### config.mk
export PLATFORM = sky130hd
export DESIGN_NAME = ipv4_receive_header_check_unit_flat
export DESIGN_NICKNAME = d
export VERILOG_FILES = /design/src/rtl/ipv4rhc_pkg.sv /design/src/rtl/ipv4rhc_if.sv /design/src/rtl/ipv4_receive_header_check_unit.sv /design/src/flat_wrapper.sv
export SDC_FILE = /design/constraint.sdc
export NUM_CORES = 1
export LEC_CHECK = 0
export BUFFER_PORTS_ARGS = -buffer_cell sky130_fd_sc_hd__clkbuf_2
export CORE_MARGIN = 5
export CORE_UTILIZATION = 25
export DETAILED_ROUTE_END_ITERATION = 16
export PLACE_DENSITY_LB_ADDON = 0.2
export SYNTH_ARGS = -nofsm -noshare
export SYNTH_HDL_FRONTEND = slang
export SYNTH_SLANG_ARGS = --single-unit
### constraint.sdc
create_clock -name clk -period 17.8 [get_ports clk]
set_clock_uncertainty 0.2 [all_clocks]
set_input_delay 3.56 -clock clk [delete_from_list [all_inputs] [get_ports clk]]
set_output_delay 3.56 -clock clk [all_outputs]
set_load 0.05 [all_outputs]
### src/rtl/ipv4rhc_pkg.sv
// Package for the IPv4 receive header check unit.
// Holds the verdict codes, register indexes and header constants; no dependencies.
package ipv4rhc_pkg;

    typedef enum logic [3:0] {
        VERDICT_ACCEPT   = 4'd0,
        VERDICT_SHORT    = 4'd1,
        VERDICT_VERSION  = 4'd2,
        VERDICT_HLEN     = 4'd3,
        VERDICT_TOTAL    = 4'd4,
        VERDICT_CHECKSUM = 4'd5,
        VERDICT_FRAGMENT = 4'd6,
        VERDICT_NO_IFACE = 4'd7,
        VERDICT_NOT_OURS = 4'd8
    } verdict_t;

    localparam int CFG_INDEX_WIDTH = 2;
    localparam int CFG_DATA_WIDTH  = 32;

    localparam logic [CFG_INDEX_WIDTH-1:0] REG_LOCAL_ADDRESS      = 2'd0;
    localparam logic [CFG_INDEX_WIDTH-1:0] REG_DIRECTED_BROADCAST = 2'd1;
    localparam logic [CFG_INDEX_WIDTH-1:0] REG_INTERFACE_PRESENT  = 2'd2;

    localparam logic [15:0] HDR_MIN        = 16'd20;
    localparam logic [15:0] COUNT_MAX      = 16'hffff;
    localparam logic [15:0] CHECKSUM_GOOD  = 16'hffff;
    localparam logic [15:0] MORE_FRAGMENTS = 16'h2000;
    localparam logic [15:0] FRAG_OFFSET    = 16'h1fff;
    localparam logic [31:0] BCAST_ALL      = 32'hffffffff;
    localparam logic [3:0]  IPV4_VERSION   = 4'd4;

    localparam logic [15:0] POS_VERSION_IHL = 16'd0;
    localparam logic [15:0] POS_TOTAL_HI    = 16'd2;
    localparam logic [15:0] POS_TOTAL_LO    = 16'd3;
    localparam logic [15:0] POS_FLAGS_HI    = 16'd6;
    localparam logic [15:0] POS_FLAGS_LO    = 16'd7;
    localparam logic [15:0] POS_PROTOCOL    = 16'd9;
    localparam logic [15:0] POS_SRC_FIRST   = 16'd12;
    localparam logic [15:0] POS_SRC_LAST    = 16'd15;
    localparam logic [15:0] POS_DST_FIRST   = 16'd16;
    localparam logic [15:0] POS_DST_LAST    = 16'd19;

endpackage

### src/rtl/ipv4rhc_if.sv
// Valid/ready channel interfaces for the IPv4 receive header check unit.
// Depends on ipv4rhc_pkg for the verdict type.
interface ipv4rhc_byte_if;
    logic       valid;
    logic       ready;
    logic [7:0] packet_byte;
    logic       last_byte;

    modport source (output valid, output packet_byte, output last_byte, input ready);
    modport sink (input valid, input packet_byte, input last_byte, output ready);
endinterface

interface ipv4rhc_result_if;
    logic                  valid;
    logic                  ready;
    ipv4rhc_pkg::verdict_t verdict;
    logic [7:0]            protocol_number;
    logic [5:0]            header_length;
    logic [15:0]           payload_length;
    logic [31:0]           source_address;
    logic [31:0]           destination_address;

    modport source (
        output valid, output verdict, output protocol_number, output header_length,
        output payload_length, output source_address, output destination_address,
        input ready
    );
    modport sink (
        input valid, input verdict, input protocol_number, input header_length,
        input payload_length, input source_address, input destination_address,
        output ready
    );
endinterface

### src/rtl/ipv4_receive_header_check_unit.sv
// A byte is registered at input, and the verdict of a packet is loaded into the result
// register when its last byte is processed, which waits while an earlier result is held.
// Throughput: one byte per cycle but for that wait; the single header-state update
// and checksum add between the input register and the result register set this rate.
// Reset: rst_n clears the configuration registers, the packet state and both valid flags.
// Depends on ipv4rhc_pkg and the channel interfaces in ipv4rhc_if.sv.
module ipv4_receive_header_check_unit (
    input  logic                                     clk,
    input  logic                                     rst_n,
    ipv4rhc_byte_if.sink                             rx,
    ipv4rhc_result_if.source                         result,
    input  logic                                     cfg_we,
    input  logic [ipv4rhc_pkg::CFG_INDEX_WIDTH-1:0]  cfg_index,
    input  logic [ipv4rhc_pkg::CFG_DATA_WIDTH-1:0]   cfg_data
);

    logic [31:0] local_address_reg;
    logic [31:0] directed_broadcast_reg;
    logic        interface_present_reg;

    logic        in_valid_reg;
    logic [7:0]  in_byte_reg;
    logic        in_last_reg;

    logic [15:0] byte_count_reg, byte_count_next;
    logic [7:0]  version_ihl_reg, version_ihl_next;
    logic [15:0] total_length_reg, total_length_next;
    logic [15:0] flags_offset_reg, flags_offset_next;
    logic [7:0]  proto_field_reg, proto_field_next;
    logic [31:0] src_field_reg, src_field_next;
    logic [31:0] dst_field_reg, dst_field_next;
    logic [15:0] checksum_sum_reg, checksum_sum_next;
    logic [7:0]  held_high_byte_reg, held_high_byte_next;

    logic                  out_valid_reg;
    ipv4rhc_pkg::verdict_t verdict_reg, verdict_next;
    logic [7:0]            protocol_reg;
    logic [5:0]            header_length_reg, header_length_next;
    logic [15:0]           payload_length_reg, payload_length_next;
    logic [31:0]           source_reg;
    logic [31:0]           destination_reg;

    logic        proc_go;
    logic        proc_fire;
    logic        emit;
    logic [16:0] sum_wide;
    logic [15:0] sum_folded;
    logic [15:0] pos;

    // A byte without the last mark never needs the result register.
    assign proc_go   = !in_last_reg || !out_valid_reg || result.ready;
    assign proc_fire = in_valid_reg && proc_go;
    assign emit      = proc_fire && in_last_reg;
    assign rx.ready  = !in_valid_reg || proc_go;
    assign pos       = byte_count_reg;

    always_comb
    begin
        version_ihl_next    = version_ihl_reg;
        total_length_next   = total_length_reg;
        flags_offset_next   = flags_offset_reg;
        proto_field_next    = proto_field_reg;
        src_field_next      = src_field_reg;
        dst_field_next      = dst_field_reg;
        checksum_sum_next   = checksum_sum_reg;
        held_high_byte_next = held_high_byte_reg;

        if (pos == ipv4rhc_pkg::POS_VERSION_IHL)
        begin
            version_ihl_next = in_byte_reg;
        end
        else if (pos == ipv4rhc_pkg::POS_TOTAL_HI || pos == ipv4rhc_pkg::POS_TOTAL_LO)
        begin
            total_length_next = {total_length_reg[7:0], in_byte_reg};
        end
        else if (pos == ipv4rhc_pkg::POS_FLAGS_HI || pos == ipv4rhc_pkg::POS_FLAGS_LO)
        begin
            flags_offset_next = {flags_offset_reg[7:0], in_byte_reg};
        end
        else if (pos == ipv4rhc_pkg::POS_PROTOCOL)
        begin
            proto_field_next = in_byte_reg;
        end
        else if (pos >= ipv4rhc_pkg::POS_SRC_FIRST && pos <= ipv4rhc_pkg::POS_SRC_LAST)
        begin
            src_field_next = {src_field_reg[23:0], in_byte_reg};
        end
        else if (pos >= ipv4rhc_pkg::POS_DST_FIRST && pos <= ipv4rhc_pkg::POS_DST_LAST)
        begin
            dst_field_next = {dst_field_reg[23:0], in_byte_reg};
        end

        header_length_next = {version_ihl_next[3:0], 2'b00};

        sum_wide   = {1'b0, checksum_sum_reg} + {1'b0, held_high_byte_reg, in_byte_reg};
        sum_folded = sum_wide[16] ? (sum_wide[15:0] + 16'd1) : sum_wide[15:0];

        if (pos < {10'd0, header_length_next})
        begin
            if (!pos[0])
            begin
                held_high_byte_next = in_byte_reg;
            end
            else
            begin
                checksum_sum_next = sum_folded;
            end
        end

        byte_count_next = (byte_count_reg < ipv4rhc_pkg::COUNT_MAX)
                        ? byte_count_reg + 16'd1 : byte_count_reg;

        if (byte_count_next < ipv4rhc_pkg::HDR_MIN)
        begin
            verdict_next = ipv4rhc_pkg::VERDICT_SHORT;
        end
        else if (version_ihl_next[7:4] != ipv4rhc_pkg::IPV4_VERSION)
        begin
            verdict_next = ipv4rhc_pkg::VERDICT_VERSION;
        end
        else if (byte_count_next < {10'd0, header_length_next})
        begin
            verdict_next = ipv4rhc_pkg::VERDICT_HLEN;
        end
        else if (byte_count_next < total_length_next)
        begin
            verdict_next = ipv4rhc_pkg::VERDICT_TOTAL;
        end
        else if (checksum_sum_next != ipv4rhc_pkg::CHECKSUM_GOOD)
        begin
            verdict_next = ipv4rhc_pkg::VERDICT_CHECKSUM;
        end
        else if ((flags_offset_next & (ipv4rhc_pkg::MORE_FRAGMENTS
                                       | ipv4rhc_pkg::FRAG_OFFSET)) != 16'd0)
        begin
            verdict_next = ipv4rhc_pkg::VERDICT_FRAGMENT;
        end
        else if (!interface_present_reg)
        begin
            verdict_next = ipv4rhc_pkg::VERDICT_NO_IFACE;
        end
        else if (dst_field_next != local_address_reg
                 && dst_field_next != ipv4rhc_pkg::BCAST_ALL
                 && dst_field_next != directed_broadcast_reg)
        begin
            verdict_next = ipv4rhc_pkg::VERDICT_NOT_OURS;
        end
        else
        begin
            verdict_next = ipv4rhc_pkg::VERDICT_ACCEPT;
        end

        payload_length_next = (total_length_next >= {10'd0, header_length_next})
                            ? total_length_next - {10'd0, header_length_next} : 16'd0;
    end

    always_ff @(posedge clk or negedge rst_n)
    begin
        if (!rst_n)
        begin
            local_address_reg      <= '0;
            directed_broadcast_reg <= '0;
            interface_present_reg  <= 1'b0;
        end
        else if (cfg_we)
        begin
            case (cfg_index)
                ipv4rhc_pkg::REG_LOCAL_ADDRESS:      local_address_reg <= cfg_data[31:0];
                ipv4rhc_pkg::REG_DIRECTED_BROADCAST: directed_broadcast_reg <= cfg_data[31:0];
                ipv4rhc_pkg::REG_INTERFACE_PRESENT:  interface_present_reg <= cfg_data[0];
                default: ;
            endcase
        end
    end

    always_ff @(posedge clk or negedge rst_n)
    begin
        if (!rst_n)
        begin
            in_valid_reg <= 1'b0;
        end
        else if (rx.ready)
        begin
            in_valid_reg <= rx.valid;
        end
    end

    always_ff @(posedge clk)
    begin
        if (rx.ready && rx.valid)
        begin
            in_byte_reg <= rx.packet_byte;
            in_last_reg <= rx.last_byte;
        end
    end

    always_ff @(posedge clk or negedge rst_n)
    begin
        if (!rst_n)
        begin
            byte_count_reg     <= '0;
            version_ihl_reg    <= '0;
            total_length_reg   <= '0;
            flags_offset_reg   <= '0;
            proto_field_reg    <= '0;
            src_field_reg      <= '0;
            dst_field_reg      <= '0;
            checksum_sum_reg   <= '0;
            held_high_byte_reg <= '0;
        end
        else if (emit)
        begin
            byte_count_reg     <= '0;
            version_ihl_reg    <= '0;
            total_length_reg   <= '0;
            flags_offset_reg   <= '0;
            proto_field_reg    <= '0;
            src_field_reg      <= '0;
            dst_field_reg      <= '0;
            checksum_sum_reg   <= '0;
            held_high_byte_reg <= '0;
        end
        else if (proc_fire)
        begin
            byte_count_reg     <= byte_count_next;
            version_ihl_reg    <= version_ihl_next;
            total_length_reg   <= total_length_next;
            flags_offset_reg   <= flags_offset_next;
            proto_field_reg    <= proto_field_next;
            src_field_reg      <= src_field_next;
            dst_field_reg      <= dst_field_next;
            checksum_sum_reg   <= checksum_sum_next;
            held_high_byte_reg <= held_high_byte_next;
        end
    end

    always_ff @(posedge clk or negedge rst_n)
    begin
        if (!rst_n)
        begin
            out_valid_reg <= 1'b0;
        end
        else if (emit)
        begin
            out_valid_reg <= 1'b1;
        end
        else if (result.ready)
        begin
            out_valid_reg <= 1'b0;
        end
    end

    always_ff @(posedge clk)
    begin
        if (emit)
        begin
            verdict_reg        <= verdict_next;
            protocol_reg       <= proto_field_next;
            header_length_reg  <= header_length_next;
            payload_length_reg <= payload_length_next;
            source_reg         <= src_field_next;
            destination_reg    <= dst_field_next;
        end
    end

    assign result.valid               = out_valid_reg;
    assign result.verdict             = verdict_reg;
    assign result.protocol_number     = protocol_reg;
    assign result.header_length       = header_length_reg;
    assign result.payload_length      = payload_length_reg;
    assign result.source_address      = source_reg;
    assign result.destination_address = destination_reg;

endmodule

### src/flat_wrapper.sv
// flat-port wrapper written by rule: the top's interface ports become plain ports
module ipv4_receive_header_check_unit_flat 
  (clk, rst_n, cfg_we, cfg_index, cfg_data, rx_valid, rx_packet_byte, rx_last_byte, rx_ready, result_valid, result_verdict, result_protocol_number, result_header_length, result_payload_length, result_source_address, result_destination_address, result_ready);
  ipv4rhc_byte_if rx_i ();
  ipv4rhc_result_if result_i ();
  input  logic clk;
  input  logic rst_n;
  input  logic cfg_we;
  input  logic [ipv4rhc_pkg::CFG_INDEX_WIDTH-1:0] cfg_index;
  input  logic [ipv4rhc_pkg::CFG_DATA_WIDTH-1:0] cfg_data;
  input wire logic [$bits(rx_i.valid)-1:0] rx_valid;
  input wire logic [$bits(rx_i.packet_byte)-1:0] rx_packet_byte;
  input wire logic [$bits(rx_i.last_byte)-1:0] rx_last_byte;
  output wire logic [$bits(rx_i.ready)-1:0] rx_ready;
  output wire logic [$bits(result_i.valid)-1:0] result_valid;
  output wire logic [$bits(result_i.verdict)-1:0] result_verdict;
  output wire logic [$bits(result_i.protocol_number)-1:0] result_protocol_number;
  output wire logic [$bits(result_i.header_length)-1:0] result_header_length;
  output wire logic [$bits(result_i.payload_length)-1:0] result_payload_length;
  output wire logic [$bits(result_i.source_address)-1:0] result_source_address;
  output wire logic [$bits(result_i.destination_address)-1:0] result_destination_address;
  input wire logic [$bits(result_i.ready)-1:0] result_ready;
  assign rx_i.valid = rx_valid;
  assign rx_i.packet_byte = rx_packet_byte;
  assign rx_i.last_byte = rx_last_byte;
  assign rx_ready = rx_i.ready;
  assign result_valid = result_i.valid;
  assign result_verdict = result_i.verdict;
  assign result_protocol_number = result_i.protocol_number;
  assign result_header_length = result_i.header_length;
  assign result_payload_length = result_i.payload_length;
  assign result_source_address = result_i.source_address;
  assign result_destination_address = result_i.destination_address;
  assign result_i.ready = result_ready;
  ipv4_receive_header_check_unit u_core (.clk(clk), .rst_n(rst_n), .rx(rx_i), .result(result_i), .cfg_we(cfg_we), .cfg_index(cfg_index), .cfg_data(cfg_data));
endmodule
==> impl_results.rst, run 1 <==
.. list-table::
   :header-rows: 1

   * - Metric
     - Value
   * - Total DRC errors in the routed layout
     - 0
   * - Post-layout power
     - 2.51 mW
   * - Via count of the first global-routing pass
     - 12,500
   * - Cell area after layout
     - 19,700 um^2
   * - Number of antenna violations at the first check in global routing
     - 2
   * - Worst rel slew slack
     - 20.3%
   * - Setup bufs post-CTS
     - 0
   * - Count of buffers from port buffering
     - 145
   * - Cell area after synthesis
     - 16,600 um^2
   * - Final HPWL from detailed placement
     - 33,400 um
   * - Number of clock sinks
     - 322
   * - Clock insertion delay at the later pin of the skew report
     - 560 ps
   * - Endpoint required time on the critical path
     - 14,040 ps
   * - Area share of the largest cell type after synthesis
     - 32.7%
   * - Most frequent cells after synthesis
     - sky130_fd_sc_hd__dfrtp_1, sky130_fd_sc_hd__nand2_1, sky130_fd_sc_hd__o21ai_0
   * - Static leakage power
     - 8.83 nW
   * - Largest fanout of any net on the critical path
     - 3
   * - Final critical path time including I/O delays and setup
     - 7930 ps
   * - PD cells
     - 128 nW/um^2
   * - CTS clk-pin slew, worst paths
     - 50 ps
   * - First-pass DRT Iterations
     - 6
   * - GRT Residual Overflow
     - 0
   * - Layout cell share with drive strength beyond 1
     - 23.0%
   * - Die Area
     - 71,700 um^2
   * - Maximum number of pins on one net before global-route repair
     - 96
   * - Post-synth top flop
     - sky130_fd_sc_hd__dfrtp_1
   * - Antenna-violating nets left
     - 0
   * - Post-CTS resize count
     - 0
   * - Hold Crit Class
     - flip-flop to flip-flop
   * - DRT Wirelength
     - 48,900 um
   * - Number of clock buffers inserted by TritonCTS
     - 41
   * - I/O pin count
     - 148
   * - Final clock period utilization by the worst path
     - 44.5%
   * - Core Box Area
     - 65,900 um^2
   * - Fin. max-slew vios
     - 0
   * - Total via count after detailed routing
     - 12,100
   * - Status
     - complete, no violations
   * - Cell type with the highest aggregate area in the netlist
     - sky130_fd_sc_hd__dfrtp_1
   * - Number of distinct library cells after synthesis
     - 85
   * - Clock tree from TritonCTS
     - done
   * - Non-filler instance count after layout
     - 2,521
   * - Cells after synthesis
     - 1,485
   * - Area post-placement
     - 18,300 um^2
   * - Number of enable flip-flop cells after synthesis
     - 105
   * - Total inserted antenna cells
     - 0
   * - Crit path launch type
     - primary input
   * - Arrival time reported for the critical path endpoint
     - 4170 ps
   * - Synthesized area per cell
     - 11.2 um^2
   * - Final Hold Vio Count
     - 0
   * - Die span in y
     - 268 um
   * - Area grow syn2layout
     - 18.5%
   * - Wire length of the first global-routing pass
     - 75,400 um
   * - Slew at the pin closest to its max-slew limit
     - 1180 ps
   * - Number of flip-flops and latches in the synthesized netlist
     - 322
   * - Die span in x
     - 268 um
   * - Warnings, synthesis
     - 0
   * - Final number of setup-violating endpoints
     - 0
   * - Per-cell via count in the routed design
     - 4.78
   * - GRT Overall Usage
     - 13.4%
   * - Dominant cell by count in the synthesized netlist
     - sky130_fd_sc_hd__dfrtp_1
   * - Initial Utilization
     - 25.2%
   * - First-iteration detailed-routing DRC count
     - 743
   * - Detailed-route wire length per cell
     - 19.4 um
   * - Category of the worst setup path capture point
     - output port
   * - Routability-driven placement congestion ratio
     - 0.815
   * - Post-synthesis sequential area ratio
     - 51.7%
   * - Highest clock frequency the design can meet
     - 126 MHz
   * - Worst IR Drop VDD
     - 63.5 uV
   * - Ys async rst share
     - 67.4%
   * - Count of hold buffers inserted by post-cts repair
     - 0
   * - RSZ-0062 raised after global routing
     - false
   * - CTS H-tree lvls
     - 2
   * - Post-layout nets
     - 1,720
   * - Setup TNS Final
     - 0 ps
   * - Synth area leaders
     - sky130_fd_sc_hd__dfrtp_1, sky130_fd_sc_hd__edfxtp_1, sky130_fd_sc_hd__mux2_2
   * - Startpoint-to-endpoint class of the critical path
     - primary input to output port
   * - Cell Count Post-Placement
     - 2,445
   * - Maximum Capacitance Violations
     - 0
   * - Floorplan row count
     - 94
   * - Root buf cell
     - sky130_fd_sc_hd__clkbuf_16
   * - Clk buf depth
     - 3
==> stage by stage <==
| stage | setup WS (ps) | hold WS (ps) | utilization (%) |
|---|---|---|---|
| after detailed placement | 9860 | 270 | 27.7 |
| after global routing | 9830 | 302 | 29.9 |
| after floorplan | 8750 | 250 | - |
| final | 9870 | 278 | 29.9 |
| after global placement | 9900 | 263 | 27.7 |
| after CTS | 9860 | 282 | 29.9 |
==> power by group <==
part | internal, mW | switching (mW)
clock network | 0.526 | 0.338
logic | 0.261 | 0.452
registers | 0.866 | 0.0672
total | 1.65 | 0.857
==> cell usage in the layout, fill, tap and decap left out, drive strengths merged, types with 7 or more instances in the layout <==
| cell | n |
|---|---|
| and2 | 9 |
| a22oi | 28 |
| clkinv | 10 |
| a22o | 45 |
| buf | 29 |
| xor2 | 77 |
| nor4 | 22 |
| edfxtp | 105 |
| clkbuf | 202 |
| nand2b | 7 |
| nand4 | 36 |
| nor2b | 11 |
| and3 | 12 |
| xnor2 | 28 |
| inv | 62 |
| nand2 | 141 |
| mux2 | 106 |
| nor3 | 21 |
| a21o | 13 |
| ha | 46 |
| dfrtp | 217 |
| nand3 | 24 |
| mux2i | 61 |
| a21oi | 40 |
| nor2 | 74 |
| o21ai | 119 |
==> routing by layer <==
metal	up-vias	global-route usage [%]	wire, um
met3	65	2.64	2340
met5	-	0	21
met1	6028	18.7	22700
li1	5698	-	-
met2	259	21.6	22800
met4	4	3.32	1090
==> critical path: stages <==
cell and delay [ps]:
sky130_fd_sc_hd__clkbuf_2 100, sky130_fd_sc_hd__nand4b_1 220, sky130_fd_sc_hd__clkbuf_2 290
==> cell families after synthesis <==
kind of cell | count (synthesis) | synth area share, %
adders and majority gates | 48 | 3.71
DFF | 322 | 51.7
and+or+nand+nor | 392 | 11.8
other | 1 | 0.0226
buffers and inverters | 137 | 3.72
AOI/OAI and AO/OA | 313 | 12.6
xor gates and xnor gates | 105 | 5.54
muxes | 167 | 10.9
==> layout make-up <==
class,count,area (um^2)
Fill cell,6779,46200
Sequential cell,322,8580
Multi-Input combinational cell,1027,7440
Clock buffer,58,1150
Tap cell,864,1080
Timing Repair Buffer,173,946
Clock inverter,18,245
Inverter,59,221
==> worst paths after layout <==
path	start	endpoint	slack, ps	depth (start not counted)
setup / recovery	result_ready	rx_ready	9870	3
hold / removal	u_core.dst_field_reg[26]	u_core.dst_field_reg[26]	280	2
setup reg to reg	u_core.byte_count_reg[15]	u_core.result.verdict[3]	11480	14
hold reg to reg	u_core.dst_field_reg[26]	u_core.dst_field_reg[26]	280	2
max in group asynchronous	rst_n	u_core.local_address_reg[17]	13050	2
min in group asynchronous	rst_n	u_core.total_length_reg[1]	2810	1
(Power assumes the default switching activity.)
==> run 2, diff against run 1 <==
==> constraint.sdc (replaced) <==
create_clock -name clk -period 7 [get_ports clk]
set_clock_uncertainty 0.2 [all_clocks]
set_input_delay 1.4 -clock clk [delete_from_list [all_inputs] [get_ports clk]]
set_output_delay 1.4 -clock clk [all_outputs]
set_load 0.05 [all_outputs]
==> impl_results.rst, run 2 (synthesized netlist as in run 1, its figures left out) <==
.. list-table::
   :header-rows: 1

   * - Metric
     - Value
   * - Status
     - complete, no violations
   * - Clock tree from TritonCTS
     - done
   * - Crit-path leading delay family
     - simple AND/OR/NAND/NOR gates
   * - Die span in y
     - 268 um
   * - Minimum setup slack in the final design
     - 1030 ps
   * - Worst IR Drop VDD
     - 155 uV
   * - Root buf cell
     - sky130_fd_sc_hd__clkbuf_16
   * - Number of clock sinks
     - 322
   * - Layout cell share with drive strength beyond 1
     - 22.8%
   * - Number of fill cells in the layout
     - 6,887
   * - Critical-path cell with the highest stage delay
     - sky130_fd_sc_hd__or4_1
   * - Wire length of the first global-routing pass
     - 76,600 um
   * - Final Hold Vio Count
     - 0
   * - Total DRC errors in the routed layout
     - 0
   * - Initial Utilization
     - 25.2%
   * - RSZ-0062 raised after global routing
     - false
   * - Number of antenna violations at the first check in global routing
     - 6
   * - Final number of setup-violating endpoints
     - 0
   * - Fin. max-slew vios
     - 0
   * - Setup bufs post-CTS
     - 0
   * - Area grow syn2layout
     - 17.8%
   * - Post-CTS resize count
     - 0
   * - Per-cell via count in the routed design
     - 4.82
   * - Endpoint required time on the critical path
     - 7070 ps
   * - DRT Wirelength
     - 50,100 um
   * - PD cells
     - 318 nW/um^2
   * - Maximum Capacitance Violations
     - 0
   * - Count of buffers from port buffering
     - 145
   * - Final critical path time including I/O delays and setup
     - 5970 ps
   * - Routability-driven placement congestion ratio
     - 0.839
   * - I/O pin count
     - 148
   * - Leading cell type in the layout, fill and taps excluded
     - sky130_fd_sc_hd__dfrtp_1
   * - Startpoint-to-endpoint class of the critical path
     - flip-flop to flip-flop
   * - Detailed-route wire length per cell
     - 19.9 um
   * - Final HPWL from detailed placement
     - 34,600 um
   * - Worst Path Buf+Inv
     - 0
   * - First-iteration detailed-routing DRC count
     - 723
   * - Post-layout nets
     - 1,721
   * - Highest clock frequency the design can meet
     - 168 MHz
   * - CTS clk-pin slew, worst paths
     - 60 ps
   * - Total inserted antenna cells
     - 0
   * - Final clock period utilization by the worst path
     - 85.2%
   * - Total area of multi-input combinational cells
     - 7440 um^2
   * - Clock insertion delay at the later pin of the skew report
     - 560 ps
   * - Floorplan row count
     - 94
   * - Crit path launch type
     - flip-flop
   * - Die span in x
     - 268 um
   * - Arrival time reported for the critical path endpoint
     - 6040 ps
   * - Category of the worst setup path capture point
     - flip-flop
   * - Post-place setup slack
     - 1080 ps
   * - Die Area
     - 71,700 um^2
   * - Total via count after detailed routing
     - 12,100
   * - Storage cell area
     - 8580 um^2
   * - Slew at the pin closest to its max-slew limit
     - 1070 ps
   * - Chain of cells forming the critical path
     - nor4_4, and3_2, nand4_1, mux2i_1, ha_1, a31o_2, a211oi_4, o2111ai_4, or4_1, or3_1, nand3_1, o21ai_0, a2111oi_0, o31ai_1
   * - Worst rel slew slack
     - 28.3%
   * - First-pass DRT Iterations
     - 5
   * - Via count of the first global-routing pass
     - 12,300
   * - Clk buf depth
     - 3
   * - Hold Crit Class
     - flip-flop to flip-flop
   * - GRT Residual Overflow
     - 0
   * - Post-layout power
     - 6.23 mW
   * - Static leakage power
     - 8.78 nW
   * - Maximum number of pins on one net before global-route repair
     - 147
   * - Count of hold buffers inserted by post-cts repair
     - 0
   * - Commonest non-fill, non-tap cells in the layout
     - sky130_fd_sc_hd__dfrtp_1, sky130_fd_sc_hd__clkbuf_2, sky130_fd_sc_hd__nand2_1, sky130_fd_sc_hd__o21ai_0, sky130_fd_sc_hd__mux2_2
   * - GRT Overall Usage
     - 13.7%
   * - Number of clock buffers inserted by TritonCTS
     - 41
   * - CTS H-tree lvls
     - 2
   * - Antenna-violating nets left
     - 0
   * - Share of the core filled with cells in the final layout
     - 29.7%
   * - Worst stage delay on the critical path
     - 630 ps
   * - Largest fanout of any net on the critical path
     - 27
   * - Core Box Area
     - 65,900 um^2
   * - Setup TNS Final
     - 0 ps
-- run 2: final timing paths --
check	startpoint	depth (start not counted)	end	slack, ps
hold reg to reg	u_core.dst_field_reg[27]	2	u_core.dst_field_reg[27]	280
min in group asynchronous	rst_n	1	u_core.total_length_reg[15]	590
hold / removal	u_core.dst_field_reg[27]	2	u_core.dst_field_reg[27]	280
setup reg to reg	u_core.byte_count_reg[15]	14	u_core.result.verdict[0]	1030
setup / recovery	u_core.byte_count_reg[15]	14	u_core.result.verdict[0]	1030
max in group asynchronous	rst_n	2	u_core.local_address_reg[14]	4690
-- run 2: power breakdown --
| part | switching (mW) | internal (mW) |
|---|---|---|
| registers | 0.170 | 2.20 |
| clock network | 0.836 | 1.20 |
| logic | 1.16 | 0.665 |
-- run 2: area by class of cell --
| cell class | instances | share of cell area [%] |
|---|---|---|
| inverters | 59 | 1.13 |
| repair buffers | 174 | 4.94 |
| flip-flops and latches | 322 | 43.9 |
| clock inverters | 23 | 0.998 |
| clock buffers | 50 | 5.47 |
| well taps | 864 | 5.53 |
| multi-input cells | 1027 | 38.1 |
-- run 2: per-stage QoR --
step                      area [um^2]  instances  hold WS [ps]
after global routing            19600       2519           307
after detailed placement        18300       2446           270
final                           19600       2519           278
after CTS                       19600       2519           283
after floorplan                 16600       1486           250
after global placement          18300       2446           262
-- run 2: per-layer routing --
layer,vias to the layer above,part of all wire [%],track usage [%]
li1,5686,-,-
met1,6106,47,19.6
met2,275,46,21.8
met3,62,5.1,2.62
met4,10,1.6,2.89
met5,-,0.13,0
-- run 2: tightest hold or removal path: cells and delay by family (launching register included) --
kind,cells,cell delay [ps]
DFF,1,340
and+or+nand+nor,1,40
AOI/OAI and AO/OA,1,60
==> run 3, diff against run 2 <==
--- a/config.mk
+++ b/config.mk
@@ -6,6 +6,7 @@
 export NUM_CORES = 1
 export LEC_CHECK = 0
 export BUFFER_PORTS_ARGS = -buffer_cell sky130_fd_sc_hd__clkbuf_2
+export CORE_ASPECT_RATIO = 0.7
 export CORE_MARGIN = 5
 export CORE_UTILIZATION = 25
 export DETAILED_ROUTE_END_ITERATION = 16
==> impl_results.rst, run 3 (synthesized netlist as in run 1, its figures left out) <==
.. list-table::
   :header-rows: 1

   * - Metric
     - Value
   * - Number of antenna violations at the first check in global routing
     - 2
   * - Root buf cell
     - sky130_fd_sc_hd__clkbuf_16
   * - Most used cell along the critical path
     - sky130_fd_sc_hd__nand4_1
   * - Area post-placement
     - 18,300 um^2
   * - Startpoint of the lowest-slack hold path
     - u_core.dst_field_reg[24]
   * - Status
     - complete, no violations
   * - Cell area after layout
     - 19,600 um^2
   * - Hold Crit Class
     - flip-flop to flip-flop
   * - Post-place setup slack
     - 1420 ps
   * - Crit path launch type
     - flip-flop
   * - Final critical path time including I/O delays and setup
     - 5600 ps
   * - Non-filler instance count after layout
     - 2,544
   * - CTS clk-pin slew, worst paths
     - 60 ps
   * - Final clock period utilization by the worst path
     - 80.1%
   * - Final Hold Vio Count
     - 0
   * - Routability-driven placement congestion ratio
     - 0.871
   * - Core Box Area
     - 66,100 um^2
   * - GRT Residual Overflow
     - 0
   * - Die span in y
     - 226 um
   * - Clock tree from TritonCTS
     - done
   * - Cells on worst reg2reg path
     - 14
   * - First-pass DRT Iterations
     - 5
   * - Highest clock frequency the design can meet
     - 178 MHz
   * - Largest fanout of any net on the critical path
     - 12
   * - Maximum Capacitance Violations
     - 0
   * - Share of the core filled with cells in the final layout
     - 29.7%
   * - Worst stage delay on the critical path
     - 620 ps
   * - Startpoint-to-endpoint class of the critical path
     - flip-flop to flip-flop
   * - Fin. max-slew vios
     - 0
   * - Leading cell type in the layout, fill and taps excluded
     - sky130_fd_sc_hd__dfrtp_1
   * - Reg2reg start
     - u_core.byte_count_reg[14]
   * - Initial Utilization
     - 25.1%
   * - GRT Overall Usage
     - 13.5%
   * - PD cells
     - 320 nW/um^2
   * - Floorplan row count
     - 79
   * - Per-cell via count in the routed design
     - 4.79
   * - Commonest non-fill, non-tap cells in the layout
     - sky130_fd_sc_hd__dfrtp_1, sky130_fd_sc_hd__clkbuf_2, sky130_fd_sc_hd__nand2_1, sky130_fd_sc_hd__o21ai_0, sky130_fd_sc_hd__mux2_2
   * - Wire length of the first global-routing pass
     - 76,400 um
   * - Minimum setup slack in the final design
     - 1400 ps
   * - Maximum number of pins on one net before global-route repair
     - 143
   * - Endpoint required time on the critical path
     - 7100 ps
   * - First-iteration detailed-routing DRC count
     - 1,094
   * - Total inserted antenna cells
     - 0
   * - Count of buffers from port buffering
     - 145
   * - Critical-path cell with the highest stage delay
     - sky130_fd_sc_hd__mux2i_1
   * - Cell Count Post-Placement
     - 2,474
   * - Total DRC errors in the routed layout
     - 0
   * - Crit path launch
     - u_core.byte_count_reg[14]
   * - Die Area
     - 71,700 um^2
   * - Area grow syn2layout
     - 18.3%
   * - Worst IR Drop VDD
     - 155 uV
   * - Die span in x
     - 318 um
   * - Detailed-route wire length per cell
     - 19.7 um
   * - RSZ-0062 raised after global routing
     - false
   * - Clock insertion delay at the later pin of the skew report
     - 540 ps
   * - Worst rel slew slack
     - 25.8%
   * - Slew at the pin closest to its max-slew limit
     - 1100 ps
   * - Clk buf depth
     - 3
   * - Layout cell share with drive strength beyond 1
     - 22.6%
   * - Arrival time reported for the critical path endpoint
     - 5700 ps
   * - Chain of cells forming the critical path
     - nor4_4, and3_2, nand4_1, mux2i_1, ha_1, a31o_2, a211oi_4, o2111ai_4, or4_1, or3_1, nand3_1, nand4_1, a2111o_1, o21ba_2
   * - Total via count after detailed routing
     - 12,200
   * - Post-layout nets
     - 1,719
   * - Via count of the first global-routing pass
     - 12,100
   * - Number of clock sinks
     - 322
   * - Final number of setup-violating endpoints
     - 0
   * - Category of the worst setup path capture point
     - flip-flop
   * - Setup bufs post-CTS
     - 0
   * - Number of clock buffers inserted by TritonCTS
     - 38
   * - Setup TNS Final
     - 0 ps
   * - Count of hold buffers inserted by post-cts repair
     - 0
   * - I/O pin count
     - 148
   * - Static leakage power
     - 8.78 nW
   * - Final HPWL from detailed placement
     - 34,800 um
   * - Cell depth of the worst min-delay path
     - 2
   * - CTS H-tree lvls
     - 2
   * - Post-CTS resize count
     - 0
   * - Antenna-violating nets left
     - 0
   * - DRT Wirelength
     - 50,200 um
run 3: changes by cell type in the layout (fill, tap and decap cells not counted), sizes merged:
cell	before	now
clkinv	16	8
clkbuf	194	200
inv	62	61
buf	30	31
run 3: per-stage QoR:
step,power [mW],hold slack (ps)
after floorplan,3.75,250
after global placement,4.24,262
after detailed placement,4.26,270
after CTS,6.35,282
after global routing,6.64,301
final,6.29,277
run 3: area by class of cell:
| type | count | area (um^2) |
|---|---|---|
| multi-input combinational | 1027 | 7440 |
| inverter | 59 | 221 |
| timing repair buffer | 175 | 986 |
| tap | 891 | 1110 |
| clock buffer | 56 | 1120 |
| clock inverter | 14 | 165 |
| sequential | 322 | 8580 |
| fill | 6785 | 46500 |
run 3: worst paths after layout:
kind | endpoint | slack, ps
worst min register to register | u_core.dst_field_reg[24] | 280
max in group asynchronous | u_core.src_field_reg[28] | 4620
min in group asynchronous | u_core.local_address_reg[28] | 630
worst max-delay path | u_core.result.verdict[2] | 1400
worst max register to register | u_core.result.verdict[2] | 1400
worst min-delay path | u_core.dst_field_reg[24] | 280
run 3: report_power, final:
group	switching, mW	internal (mW)	total (mW)	leakage (nW)
logic	1.18	0.666	1.85	4.28
registers	0.182	2.20	2.38	3.87
clock network	0.828	1.23	2.06	0.627
total	2.19	4.10	6.29	8.78
run 3: per-layer routing:
metal | wire [um] | vias up | GRT usage [%]
met5 | 13 | - | 0
met4 | 800 | 2 | 2.35
met3 | 2770 | 63 | 2.37
met2 | 20600 | 345 | 19.4
met1 | 26000 | 6067 | 21.4
li1 | - | 5702 | -
run 3: worst max-delay path, delay by kind of cell, from the launching register on:
family / cells / cell delay (ps)
AND/OR/NAND/NOR: 7 / 2180
AO/OA/AOI/OAI: 5 / 1530
multiplexers: 1 / 620
flip-flops: 1 / 500
adder cells (fa/ha/maj): 1 / 340
